<file path="config.mk">
export PLATFORM = sky130hd
export DESIGN_NAME = xoroshiro128plus_rng_unit
export DESIGN_NICKNAME = d
export VERILOG_FILES = /design/src/rtl/xrs_pkg.sv /design/src/rtl/xrs_mul.sv /design/src/rtl/xrs_state.sv /design/src/rtl/xoroshiro128plus_rng_unit.sv
export SDC_FILE = /design/constraint.sdc
export NUM_CORES = 2
export LEC_CHECK = 0
export ABC_AREA = 1
export ABC_CLOCK_PERIOD_IN_PS = 9100
export BUFFER_PORTS_ARGS = -buffer_cell sky130_fd_sc_hd__buf_4
export CAP_MARGIN = 20
export CELL_PAD_IN_SITES_DETAIL_PLACEMENT = 1
export CELL_PAD_IN_SITES_GLOBAL_PLACEMENT = 2
export CORE_UTILIZATION = 39
export DETAILED_ROUTE_END_ITERATION = 8
export HOLD_SLACK_MARGIN = 0.03
export PLACE_DENSITY = 0.79
export SETUP_SLACK_MARGIN = 0.4
export SLEW_MARGIN = 10
export SYNTH_ARGS = -nofsm -noshare
export SYNTH_HDL_FRONTEND = slang
export SYNTH_HIERARCHICAL = 1
export SYNTH_SLANG_ARGS = --single-unit
</file>
<file path="constraint.sdc">
create_clock -name i_clk -period 9.1 [get_ports i_clk]
set_input_delay 0.455 -clock i_clk [delete_from_list [all_inputs] [get_ports i_clk]]
set_output_delay 0.455 -clock i_clk [all_outputs]
set_load 0.02 [all_outputs]
</file>
<file path="src/rtl/xrs_pkg.sv">
`default_nettype none

package xrs_pkg;

    // multiplier of the seed expansion and its square modulo 2^64
    localparam logic [63:0] K_MULT = 64'd1181783497276652981;
    localparam logic [63:0] K_SQ   = K_MULT * K_MULT;

    // rotate and shift amounts of the state update
    localparam int unsigned ROT_A   = 55;
    localparam int unsigned SHIFT_B = 14;
    localparam int unsigned ROT_C   = 36;

    // command codes carried in tuser
    localparam logic [2:0] CMD_RESEED    = 3'd0;
    localparam logic [2:0] CMD_RAW64     = 3'd1;
    localparam logic [2:0] CMD_TOP32     = 3'd2;
    localparam logic [2:0] CMD_BOUNDED32 = 3'd3;
    localparam logic [2:0] CMD_BOUNDED16 = 3'd4;
    localparam logic [2:0] CMD_FRACTION  = 3'd5;

    // control from the sequencer to the state registers
    typedef struct packed {
        logic adv;
        logic load_a;
        logic load_b;
    } t_state_ctl;

endpackage

`default_nettype wire

</file>
<file path="src/rtl/xrs_mul.sv">
`default_nettype none

module xrs_mul (
    input  wire logic        i_clk,
    input  wire logic [31:0] i_op_a,
    input  wire logic [31:0] i_op_b,
    output logic      [63:0] o_prod
);

    logic [63:0] r_prod;

    // shared 32x32 multiplier, product registered
    always_ff @(posedge i_clk) begin
        r_prod <= 64'(i_op_a) * 64'(i_op_b);
    end

    assign o_prod = r_prod;

endmodule

`default_nettype wire

</file>
<file path="src/rtl/xrs_state.sv">
`default_nettype none

module xrs_state (
    input  wire logic              i_clk,
    input  wire logic              i_rst_n,
    input  wire xrs_pkg::t_state_ctl i_ctl,
    input  wire logic       [63:0] i_load_value,
    output logic            [63:0] o_sum
);

    logic [63:0] r_word_a;
    logic [63:0] r_word_b;
    logic [63:0] n_word_a;
    logic [63:0] n_word_b;
    logic [63:0] w_t;

    // output of the generator is the sum before the update
    assign o_sum = r_word_a + r_word_b;
    assign w_t   = r_word_a ^ r_word_b;

    // next state: one update step, or a load from the seed expansion
    always_comb begin
        n_word_a = r_word_a;
        n_word_b = r_word_b;
        if (i_ctl.adv) begin
            n_word_a = ((r_word_a << xrs_pkg::ROT_A) | (r_word_a >> (64 - xrs_pkg::ROT_A)))
                       ^ w_t ^ (w_t << xrs_pkg::SHIFT_B);
            n_word_b = (w_t << xrs_pkg::ROT_C) | (w_t >> (64 - xrs_pkg::ROT_C));
        end
        if (i_ctl.load_a) begin
            n_word_a = i_load_value;
        end
        if (i_ctl.load_b) begin
            n_word_b = i_load_value;
        end
    end

    // state words, reset to the expansion of seed one
    always_ff @(posedge i_clk) begin
        if (!i_rst_n) begin
            r_word_a <= xrs_pkg::K_MULT;
            r_word_b <= xrs_pkg::K_SQ;
        end else begin
            r_word_a <= n_word_a;
            r_word_b <= n_word_b;
        end
    end

endmodule

`default_nettype wire

</file>
<file path="src/rtl/xoroshiro128plus_rng_unit.sv">
// xoroshiro128+ random number unit.
// Input channel s_axis: tuser carries the command (reseed, raw64, top32,
// bounded32, bounded16, fraction24), tdata carries the bound. Output channel
// m_axis: tdata carries the 64-bit result, zero-extended. A reseed and the
// unused command codes give no output word.
// Configuration: i_cfg_we writes i_cfg_wdata into the seed register in the same
// edge; a later reseed command expands it into the two state words.
// Raw64, top32 and fraction24 pass S_GEN and S_OUT to the output register;
// bounded32 and bounded16 pass S_GEN, S_BND and S_OUT (one pass through the
// shared 32x32 multiplier). A reseed runs S_RS0 to S_RS3 twice: six partial
// products on that multiplier, two 64-bit products in a chain. Unused codes
// are dropped in the accept cycle. One command is worked at a time;
// s_axis_tready is high only while the sequencer is idle. The output register
// holds a finished word, so the next command is taken while that word waits; a
// second result waits in the sequencer until the receiver takes the first.
// Reset (synchronous, active low) sets the seed to one and the state to the
// expansion of seed one, and empties the output register.
`default_nettype none

module xoroshiro128plus_rng_unit (
    input  wire logic        i_clk,
    input  wire logic        i_rst_n,
    // seed register write
    input  wire logic        i_cfg_we,
    input  wire logic [63:0] i_cfg_wdata,
    // command channel
    input  wire logic        s_axis_tvalid,
    output logic             s_axis_tready,
    input  wire logic [31:0] s_axis_tdata,   // [31:0] bound
    input  wire logic [2:0]  s_axis_tuser,   // [2:0] cmd
    // result channel
    output logic             m_axis_tvalid,
    input  wire logic        m_axis_tready,
    output logic      [63:0] m_axis_tdata    // [63:0] random_value
);

    typedef enum logic [2:0] {
        S_IDLE,
        S_RS0,
        S_RS1,
        S_RS2,
        S_RS3,
        S_GEN,
        S_BND,
        S_OUT
    } t_seq_state;

    t_seq_state r_state;
    t_seq_state n_state;

    logic [63:0] r_seed;
    logic [63:0] n_seed;
    logic        r_phase;
    logic        n_phase;
    logic        r_out_valid;
    logic        n_out_valid;
    logic [63:0] r_out_data;
    logic [63:0] n_out_data;
    logic [63:0] r_x;
    logic [63:0] n_x;
    logic [63:0] r_acc;
    logic [63:0] n_acc;
    logic [63:0] r_sum;
    logic [63:0] n_sum;
    logic [63:0] r_res;
    logic [63:0] n_res;
    logic [2:0]  r_cmd;
    logic [2:0]  n_cmd;
    logic [31:0] r_bound;
    logic [31:0] n_bound;

    logic [31:0] w_mul_a;
    logic [31:0] w_mul_b;
    logic [63:0] w_prod;
    logic [63:0] w_sum;
    logic [63:0] w_seed_prod;

    xrs_pkg::t_state_ctl w_ctl;

    xrs_mul u_mul (
        .i_clk  (i_clk),
        .i_op_a (w_mul_a),
        .i_op_b (w_mul_b),
        .o_prod (w_prod)
    );

    xrs_state u_state (
        .i_clk        (i_clk),
        .i_rst_n      (i_rst_n),
        .i_ctl        (w_ctl),
        .i_load_value (w_seed_prod),
        .o_sum        (w_sum)
    );

    assign s_axis_tready = (r_state == S_IDLE);
    assign m_axis_tvalid = r_out_valid;
    assign m_axis_tdata  = r_out_data;

    // low 64 bits of K times x: low cross terms folded into the upper half
    assign w_seed_prod = {r_acc[63:32] + w_prod[31:0], r_acc[31:0]};

    // sequencer
    always_comb begin
        n_state     = r_state;
        n_seed      = r_seed;
        n_phase     = r_phase;
        n_out_valid = r_out_valid;
        n_out_data  = r_out_data;
        n_x         = r_x;
        n_acc       = r_acc;
        n_sum       = r_sum;
        n_res       = r_res;
        n_cmd       = r_cmd;
        n_bound     = r_bound;
        w_mul_a     = 32'd0;
        w_mul_b     = 32'd0;
        w_ctl       = '0;

        // seed register write
        if (i_cfg_we) begin
            n_seed = i_cfg_wdata;
        end

        // output word taken by the receiver
        if (r_out_valid && m_axis_tready) begin
            n_out_valid = 1'b0;
        end

        unique case (r_state)
            S_IDLE: begin
                if (s_axis_tvalid) begin
                    unique case (s_axis_tuser)
                        xrs_pkg::CMD_RESEED: begin
                            n_x     = r_seed;
                            n_phase = 1'b0;
                            n_state = S_RS0;
                        end
                        xrs_pkg::CMD_RAW64, xrs_pkg::CMD_TOP32,
                        xrs_pkg::CMD_BOUNDED32, xrs_pkg::CMD_BOUNDED16,
                        xrs_pkg::CMD_FRACTION: begin
                            w_ctl.adv = 1'b1;
                            n_sum     = w_sum;
                            n_cmd     = s_axis_tuser;
                            n_bound   = s_axis_tdata;
                            n_state   = S_GEN;
                        end
                        default: begin
                            // unused codes are dropped
                            n_state = S_IDLE;
                        end
                    endcase
                end
            end
            // seed expansion: low x low, then the two cross terms
            S_RS0: begin
                w_mul_a = xrs_pkg::K_MULT[31:0];
                w_mul_b = r_x[31:0];
                n_state = S_RS1;
            end
            S_RS1: begin
                w_mul_a = xrs_pkg::K_MULT[31:0];
                w_mul_b = r_x[63:32];
                n_acc   = w_prod;
                n_state = S_RS2;
            end
            S_RS2: begin
                w_mul_a = xrs_pkg::K_MULT[63:32];
                w_mul_b = r_x[31:0];
                n_acc   = w_seed_prod;
                n_state = S_RS3;
            end
            S_RS3: begin
                if (!r_phase) begin
                    w_ctl.load_a = 1'b1;
                    n_x          = w_seed_prod;
                    n_phase      = 1'b1;
                    n_state      = S_RS0;
                end else begin
                    w_ctl.load_b = 1'b1;
                    n_state      = S_IDLE;
                end
            end
            // result forming
            S_GEN: begin
                unique case (r_cmd)
                    xrs_pkg::CMD_BOUNDED32: begin
                        w_mul_a = r_sum[63:32];
                        w_mul_b = r_bound;
                        n_state = S_BND;
                    end
                    xrs_pkg::CMD_BOUNDED16: begin
                        w_mul_a = {16'd0, r_sum[63:48]};
                        w_mul_b = {16'd0, r_bound[15:0]};
                        n_state = S_BND;
                    end
                    xrs_pkg::CMD_RAW64: begin
                        n_res   = r_sum;
                        n_state = S_OUT;
                    end
                    xrs_pkg::CMD_TOP32: begin
                        n_res   = {32'd0, r_sum[63:32]};
                        n_state = S_OUT;
                    end
                    default: begin
                        n_res   = {40'd0, r_sum[63:40]};
                        n_state = S_OUT;
                    end
                endcase
            end
            S_BND: begin
                if (r_cmd == xrs_pkg::CMD_BOUNDED32) begin
                    n_res = {32'd0, w_prod[63:32]};
                end else begin
                    n_res = {48'd0, w_prod[31:16]};
                end
                n_state = S_OUT;
            end
            // hand the word to the output register once it is free
            S_OUT: begin
                if (!r_out_valid || m_axis_tready) begin
                    n_out_data  = r_res;
                    n_out_valid = 1'b1;
                    n_state     = S_IDLE;
                end
            end
            default: begin
                n_state = S_IDLE;
            end
        endcase
    end

    // state, seed register, output register and working registers
    always_ff @(posedge i_clk) begin
        if (!i_rst_n) begin
            r_state     <= S_IDLE;
            r_seed      <= 64'd1;
            r_phase     <= 1'b0;
            r_out_valid <= 1'b0;
        end else begin
            r_state     <= n_state;
            r_seed      <= n_seed;
            r_phase     <= n_phase;
            r_out_valid <= n_out_valid;
        end
        r_out_data <= n_out_data;
        r_x        <= n_x;
        r_acc      <= n_acc;
        r_sum      <= n_sum;
        r_res      <= n_res;
        r_cmd      <= n_cmd;
        r_bound    <= n_bound;
    end

endmodule

`default_nettype wire

</file>
# Word-level counts from Yosys, hierarchy flattened
# Index checks and enable logic that the tools add are counted.
[op_classes] n_addsub=2 bitwise=6 multipliers=1 muxes=34 n_eq_ne=21 n_reduce_logical=21
[ops] cell="$mux 64" count=7
[ops] cell="$pmux 64 s2" count=3
[ops] cell="$pmux 32 s3" count=2
[ops] cell="$pmux 64 s3" count=1
[ops] cell="$xor 64x64->64" count=3
[ops] cell="$pmux 32 s2" count=2
[ops] cell="$add 64x64->64" count=1
[ops] cell="$mul 32x32->64" count=1
[ops] cell="$or 64x36->64" count=1
[ops] cell="$or 64x55->64" count=1
[ops] cell="$add 32x32->32" count=1
[ops] cell="$mux 32" count=1
[ops] cell="$pmux 3 s8" count=1
[ops] cell="$eq 3x3->1 const B" count=7
[ops] cell="$eq 3x2->1 const B" count=6
[ops] cell="$mux 1" count=12
[ops] cell="$reduce_bool 2->1" count=5
[ops] cell="$eq 3x1->1 const B" count=3
[ops] cell="$ne 2x2->1 const B" count=4
[ops] cell="$reduce_and 2->1" count=4
[ops] cell="$logic_not 3->1" count=2
[ops] cell="$mux 3" count=2
[ops] cell="$pmux 3 s2" count=1
[ops] cell="$reduce_and 3->1" count=2
[ops] cell="other kinds (10)" count=12
[totals] out_inout_bits=66 word_cells=100 ff_bits=616 inputBits=104

# Longest topological paths before layout
[depth] depth_word=7 mapped_depth=37 mapped_depth_nobuf=35

# Cells and area by module
# Netlist, hierarchy kept.
[modules_own_cells] module="xrs_mul" seq_area_each_um2=1281.2 cells_per_inst=5023 area_each_um2=37364.6 n_inst=1
[modules_own_cells] module="xoroshiro128plus_rng_unit" seq_area_each_um2=12041.5 cells_per_inst=2026 area_each_um2=19232.2 n_inst=1
[modules_own_cells] module="xrs_state" seq_area_each_um2=2562.5 cells_per_inst=2076 area_each_um2=12361.9 n_inst=1

# Least setup slack after synthesis
# OpenSTA, ideal clock, no wires.
[synth_timing] path_kind="reg-to-reg" from="register r_state[2]" to="register u_mul.r_prod[62] (netlist: u_mul/o_prod[62])" required_ns=8.988 setup_time_ns=0.112 slack_ns=1.061 arrival_ns=7.927 path_stages_with_launch=33 n_path_buf=3 synth_period_minus_slack_ns=8.039 cell_sequence="dfxtp_1 -> buf_4 -> nor2_1 -> inv_1 -> nor2_1 -> clkbuf_1 -> nand2_1 -> nand3_1 -> clkbuf_1 -> nand2_1 -> fa_1 -> inv_1 -> fa_1 -> inv_1 -> fa_1 -> inv_1 -> fa_1 -> fa_1 -> fa_1 -> fa_1 -> inv_1 -> fa_1 -> inv_1 -> ha_1 -> nand2_1 -> nor2_2 -> inv_2 -> nor2_4 -> nand2_1 -> nor3_1 -> nand2_1 -> nand3_1 -> nand2_1"
[synth_between] elab_chain_cells=4 word_cells_on_any_way=9 cone_classes="1 x mul; 4 x eq/ne; 2 x mux; 2 x reduce/logical"
[synth_rtl] item="start, declared" line="xoroshiro128plus_rng_unit.sv:48" text="t_seq_state r_state;"
[synth_rtl] item="start signal, assigned" line="xoroshiro128plus_rng_unit.sv:240" text="r_state <= n_state;"
[synth_rtl] item="$eq 3x2->1 or $eq 3x1->1 (tied branches)" line="xoroshiro128plus_rng_unit.sv:129" text="unique case (r_state)"
[synth_rtl] item="$reduce_or 2->1 (no line)"
[synth_rtl] item="$pmux 32 s3 *" line="xoroshiro128plus_rng_unit.sv:129"
[synth_rtl] item="net w_mul_b[8]" line="xoroshiro128plus_rng_unit.sv:73" text="logic [31:0] w_mul_b;"
[synth_rtl] item="$mul 32x32->64 *" line="xrs_mul.sv:14" text="r_prod <= 64'(i_op_a) * 64'(i_op_b);"
[synth_rtl] item="end signal, assigned" line="xrs_mul.sv:14"
[synth_rtl] item="end, declared" line="xrs_mul.sv:10" text="logic [63:0] r_prod;"
# The timed path passes the listed nets; every way through them passes the cells marked *.
# A chain may end at the register's enable or synchronous reset.

# Worst setup path after layout
[layout_timing] from="register r_state[1]" to="register u_mul.r_prod[51] (netlist: u_mul/o_prod[51])"
# Same word-level chain as after synthesis.

==> results.py <==
metrics = {
    "synthesis": {
        "synthesis.area_per_instance_um2": 7.56,
        "synth_top_area_share_pct": 26.1,
        "fraction_of_synthesis_flops_using_an_asynchronous_set_or_reset_pin_pct": 0,
        "synth_cell_types": 51,
        "syn-cell-area_um2": 69000,
        "ys_warn_count": 6,
        "synth_nets": 10484,
        "number_of_cells_produced_by_synthesis": 9125,
        "synth-seq-cells": 616,
        "synth_seq_area_share_pct": 23.0,
        "synthDominantAreaCellType": "sky130_fd_sc_hd__fa_1",
        "synth-edff-count": 355,
        "post_synth_main_area_contributors": "sky130_fd_sc_hd__fa_1 26%, sky130_fd_sc_hd__nand2_1 16%, sky130_fd_sc_hd__edfxtp_1 15%",
        "synth-main-ff-cell": "sky130_fd_sc_hd__edfxtp_1",
        "yosysMostFrequentCell": "sky130_fd_sc_hd__nand2_1",
        "yosys-top-cells-count": "2948 x sky130_fd_sc_hd__nand2_1, 2258 x sky130_fd_sc_hd__inv_1, 898 x sky130_fd_sc_hd__fa_1",
    },
    "layout": {
        "area.growth.synth_to_final_pct": 12.7,
        "layout-drive-gt1-share_pct": 7.74,
        "fill_cells": 21515,
        "fin_nets": 10663,
    },
    "route": {
        "drt_first_iter_violations": 4620,
        "drt-vias-per-instance": 5.16,
        "number_of_iterations_in_the_first_detailed_routing_pass": 5,
        "drc": 0,
        "wirelength_mm": 300,
        "routed_wire_length_per_instance_um": 25.6,
        "ant_nets": 0,
        "routed-via-count": 60302,
    },
    "outcome": {
        "outcome": "completed",
    },
    "global_route": {
        "global_route_wire_length_before_repair_mm": 438,
        "pin_count_of_the_biggest_net_entering_global_routing": 86,
        "number_of_antenna_violations_at_the_first_check_in_global_routing": 15,
        "grt_util_all_layers_pct": 33.7,
        "overflow": 0,
        "grt_pass1_vias": 64365,
    },
    "worst_setup_path": {
        "number_of_cells_on_the_worst_reg_to_reg_path": 28,
        "path_max_fanout": 31,
        "crit_path_max_incr_delay_ps": 540,
        "startpoint_of_the_lowest_slack_register_to_register_path": "r_state[1]$_SDFFE_PN0P_",
        "start_kind": "flip-flop",
        "critPathBufInv": 6,
        "r2r-end": "u_mul/o_prod[51]$_DFF_P_",
        "worst-endpoint-arrival_ps": 8990,
        "path_common_cell": "sky130_fd_sc_hd__fa_1",
        "critPathKind": "reg -> reg",
        "slowest_stage_cell_cp": "sky130_fd_sc_hd__fa_1",
        "critical_path.top_delay_family": "adder cells",
        "reg2reg_setup_slack_ps": 690,
        "worst-endpoint-required_ps": 9690,
        "end_kind": "flip-flop",
    },
    "die": {
        "coreArea_um2": 175000,
        "row_count": 153,
        "die_w_um": 422,
        "floorplan.die_area_um2": 179000,
        "die_h_um": 422,
        "boundary_pin_count": 170,
        "floorplan.initialDensity_pct": 39.5,
    },
    "timing": {
        "fin_worst_hold_slack_ps": 275,
        "timing.final.setup_violations": 0,
        "report.final.hold_viol_count": 0,
        "final_max_slew_viol_count": 0,
        "setup-tns-final_ps": 0,
        "period_share_pct": 92.4,
        "achievable_frequency_ghz": 0.119,
        "final_period_minus_worst_setup_slack_ps": 8410,
        "rsz0062_at_grt": "yes",
        "worst_pin_slew_ps": 1290,
        "slew-limit-headroom_pct": 13.6,
        "final.setup_skew_ps": 42.1,
    },
    "clock_tree": {
        "tritoncts.num_buffers": 73,
        "cts_num_sinks": 616,
        "tritoncts": "yes",
        "clk_pin_slew_worst_paths_ps": 60,
        "root_buffer": "sky130_fd_sc_hd__clkbuf_16",
        "ctsLongestPathBuffers": 3,
        "cts_max_level": 3,
        "clock_latency_ps": 710,
    },
    "run": {
        "max_cap_viol_count": 0,
    },
    "placement": {
        "buffer_ports.inserted": 169,
        "gp_congestion": 0.972,
        "post-dp-hpwl_mm": 242,
    },
    "min_path": {
        "hold_start": "i_rst_n",
        "hold_depth": 2,
        "timing.hold.worst.class": "in -> reg",
        "worst_hold_path.endpoint": "r_seed[0]$_SDFFE_PN1P_",
    },
}
stage by stage:
stage / worst slack (ps) / cells / util, % / cell area, um^2
detailed placement: 254 / 11418 / 42.1 / 73600
floorplan: 1060 / 9125 / - / 69000
global route: 329 / 11691 / 44.5 / 77700
finish: 692 / 11695 / 44.5 / 77700
CTS: 395 / 11661 / 44.2 / 77200
global placement: 205 / 11415 / 42.1 / 73600
registers in the layout (all words and copies together), names as in the netlist, 64 cells and up:
| register | flops |
|---|---|
| m_axis_tdata | 64 |
| r_acc | 64 |
| r_res | 64 |
| r_seed | 64 |
| r_sum | 64 |
| r_x | 64 |
| u_mul/o_prod | 64 |
| u_state/r_word_a | 64 |
| u_state/r_word_b | 64 |
worst max-delay path by stage:
stage                             from                       end  slack (ps)  cells past startpoint
2_1_floorplan  r_state[2]$_SDFFE_PN0P_  u_mul/o_prod[62]$_DFF_P_        1060                     32
3_3_place_gp        r_cmd[2]$_DFFE_PP_  u_mul/o_prod[58]$_DFF_P_         210                     29
3_5_place_dp   r_state[0]$_SDFFE_PN0P_  u_mul/o_prod[51]$_DFF_P_         250                     31
4_1_cts        r_state[2]$_SDFFE_PN0P_  u_mul/o_prod[51]$_DFF_P_         390                     27
5_1_grt        r_state[0]$_SDFFE_PN0P_  u_mul/o_prod[51]$_DFF_P_         330                     31
6_report       r_state[1]$_SDFFE_PN0P_  u_mul/o_prod[51]$_DFF_P_         690                     28
cells in the final DEF, fill, tap and decap left out, drive strengths merged:
master,n
a211oi,17
o21bai,17
bufinv,6
a21oi,166
o221ai,28
diode,5
nor4,2
o211ai,73
dlygate4sd3,99
o311ai,1
clkbuf,97
nor3,64
clkinv,30
clkinvlp,2
buf,366
and2,16
fa,898
or2,1
a22oi,14
xnor2,69
o21a,1
edfxtp,355
nand3,237
nand4,30
o21ai,129
o22ai,31
ha,357
a31oi,35
dfxtp,261
a21o,1
nand2,3004
inv,2299
nor2,528
nand3b,3
xor2,128
worst register-to-register path, delay by kind of cell, from the launching register on:
kind / cells / cell delay [ps]
buffers and inverters: 6 / 1310
flip-flops: 1 / 320
adder cells (fa/ha/maj): 9 / 4060
AND/OR/NAND/NOR: 13 / 2610
layout make-up:
class | count | area (um^2) | share of cell area (%)
Tap cell | 2325 | 2910 | 3.74
Clock buffer | 97 | 2010 | 2.58
Antenna cell | 5 | 12.5 | 0.0161
Sequential cell | 616 | 15900 | 20.4
Timing Repair Buffer | 465 | 4310 | 5.55
Clock inverter | 39 | 512 | 0.659
Multi-Input combinational cell | 5850 | 43400 | 55.9
Inverter | 2298 | 8630 | 11.1
kinds of logic after synthesis:
group	count (synthesis)	synth area share (%)
AND/OR/NAND/NOR	3885	22.7
XOR/XNOR	197	2.53
AO/OA/AOI/OAI	509	4.45
flip-flops	616	23.0
adder cells (fa/ha/maj)	1255	32.5
buffers and inverters	2663	14.8
timing repair:
action / in CTS / in global routing
pin swaps: 4 / 10
setup buffers: 6 / 23
setup endpoints to repair: 3 / 34
hold buffers: 99 / 0
gates resized for setup: 4 / 19
hold endpoints to repair: 99 / 0
cloned: 2 / 2
metal layers:
layer / part of all wire, % / track usage, %
met4: 4.3 / 12.1
met5: 0.0063 / 0
met1: 45 / 47.1
met3: 6.0 / 4.31
met2: 45 / 53.3
Power is left out: the tool's default activity adds up to more than one toggle a clock period on the data nets, which glitch-free logic cannot reach.
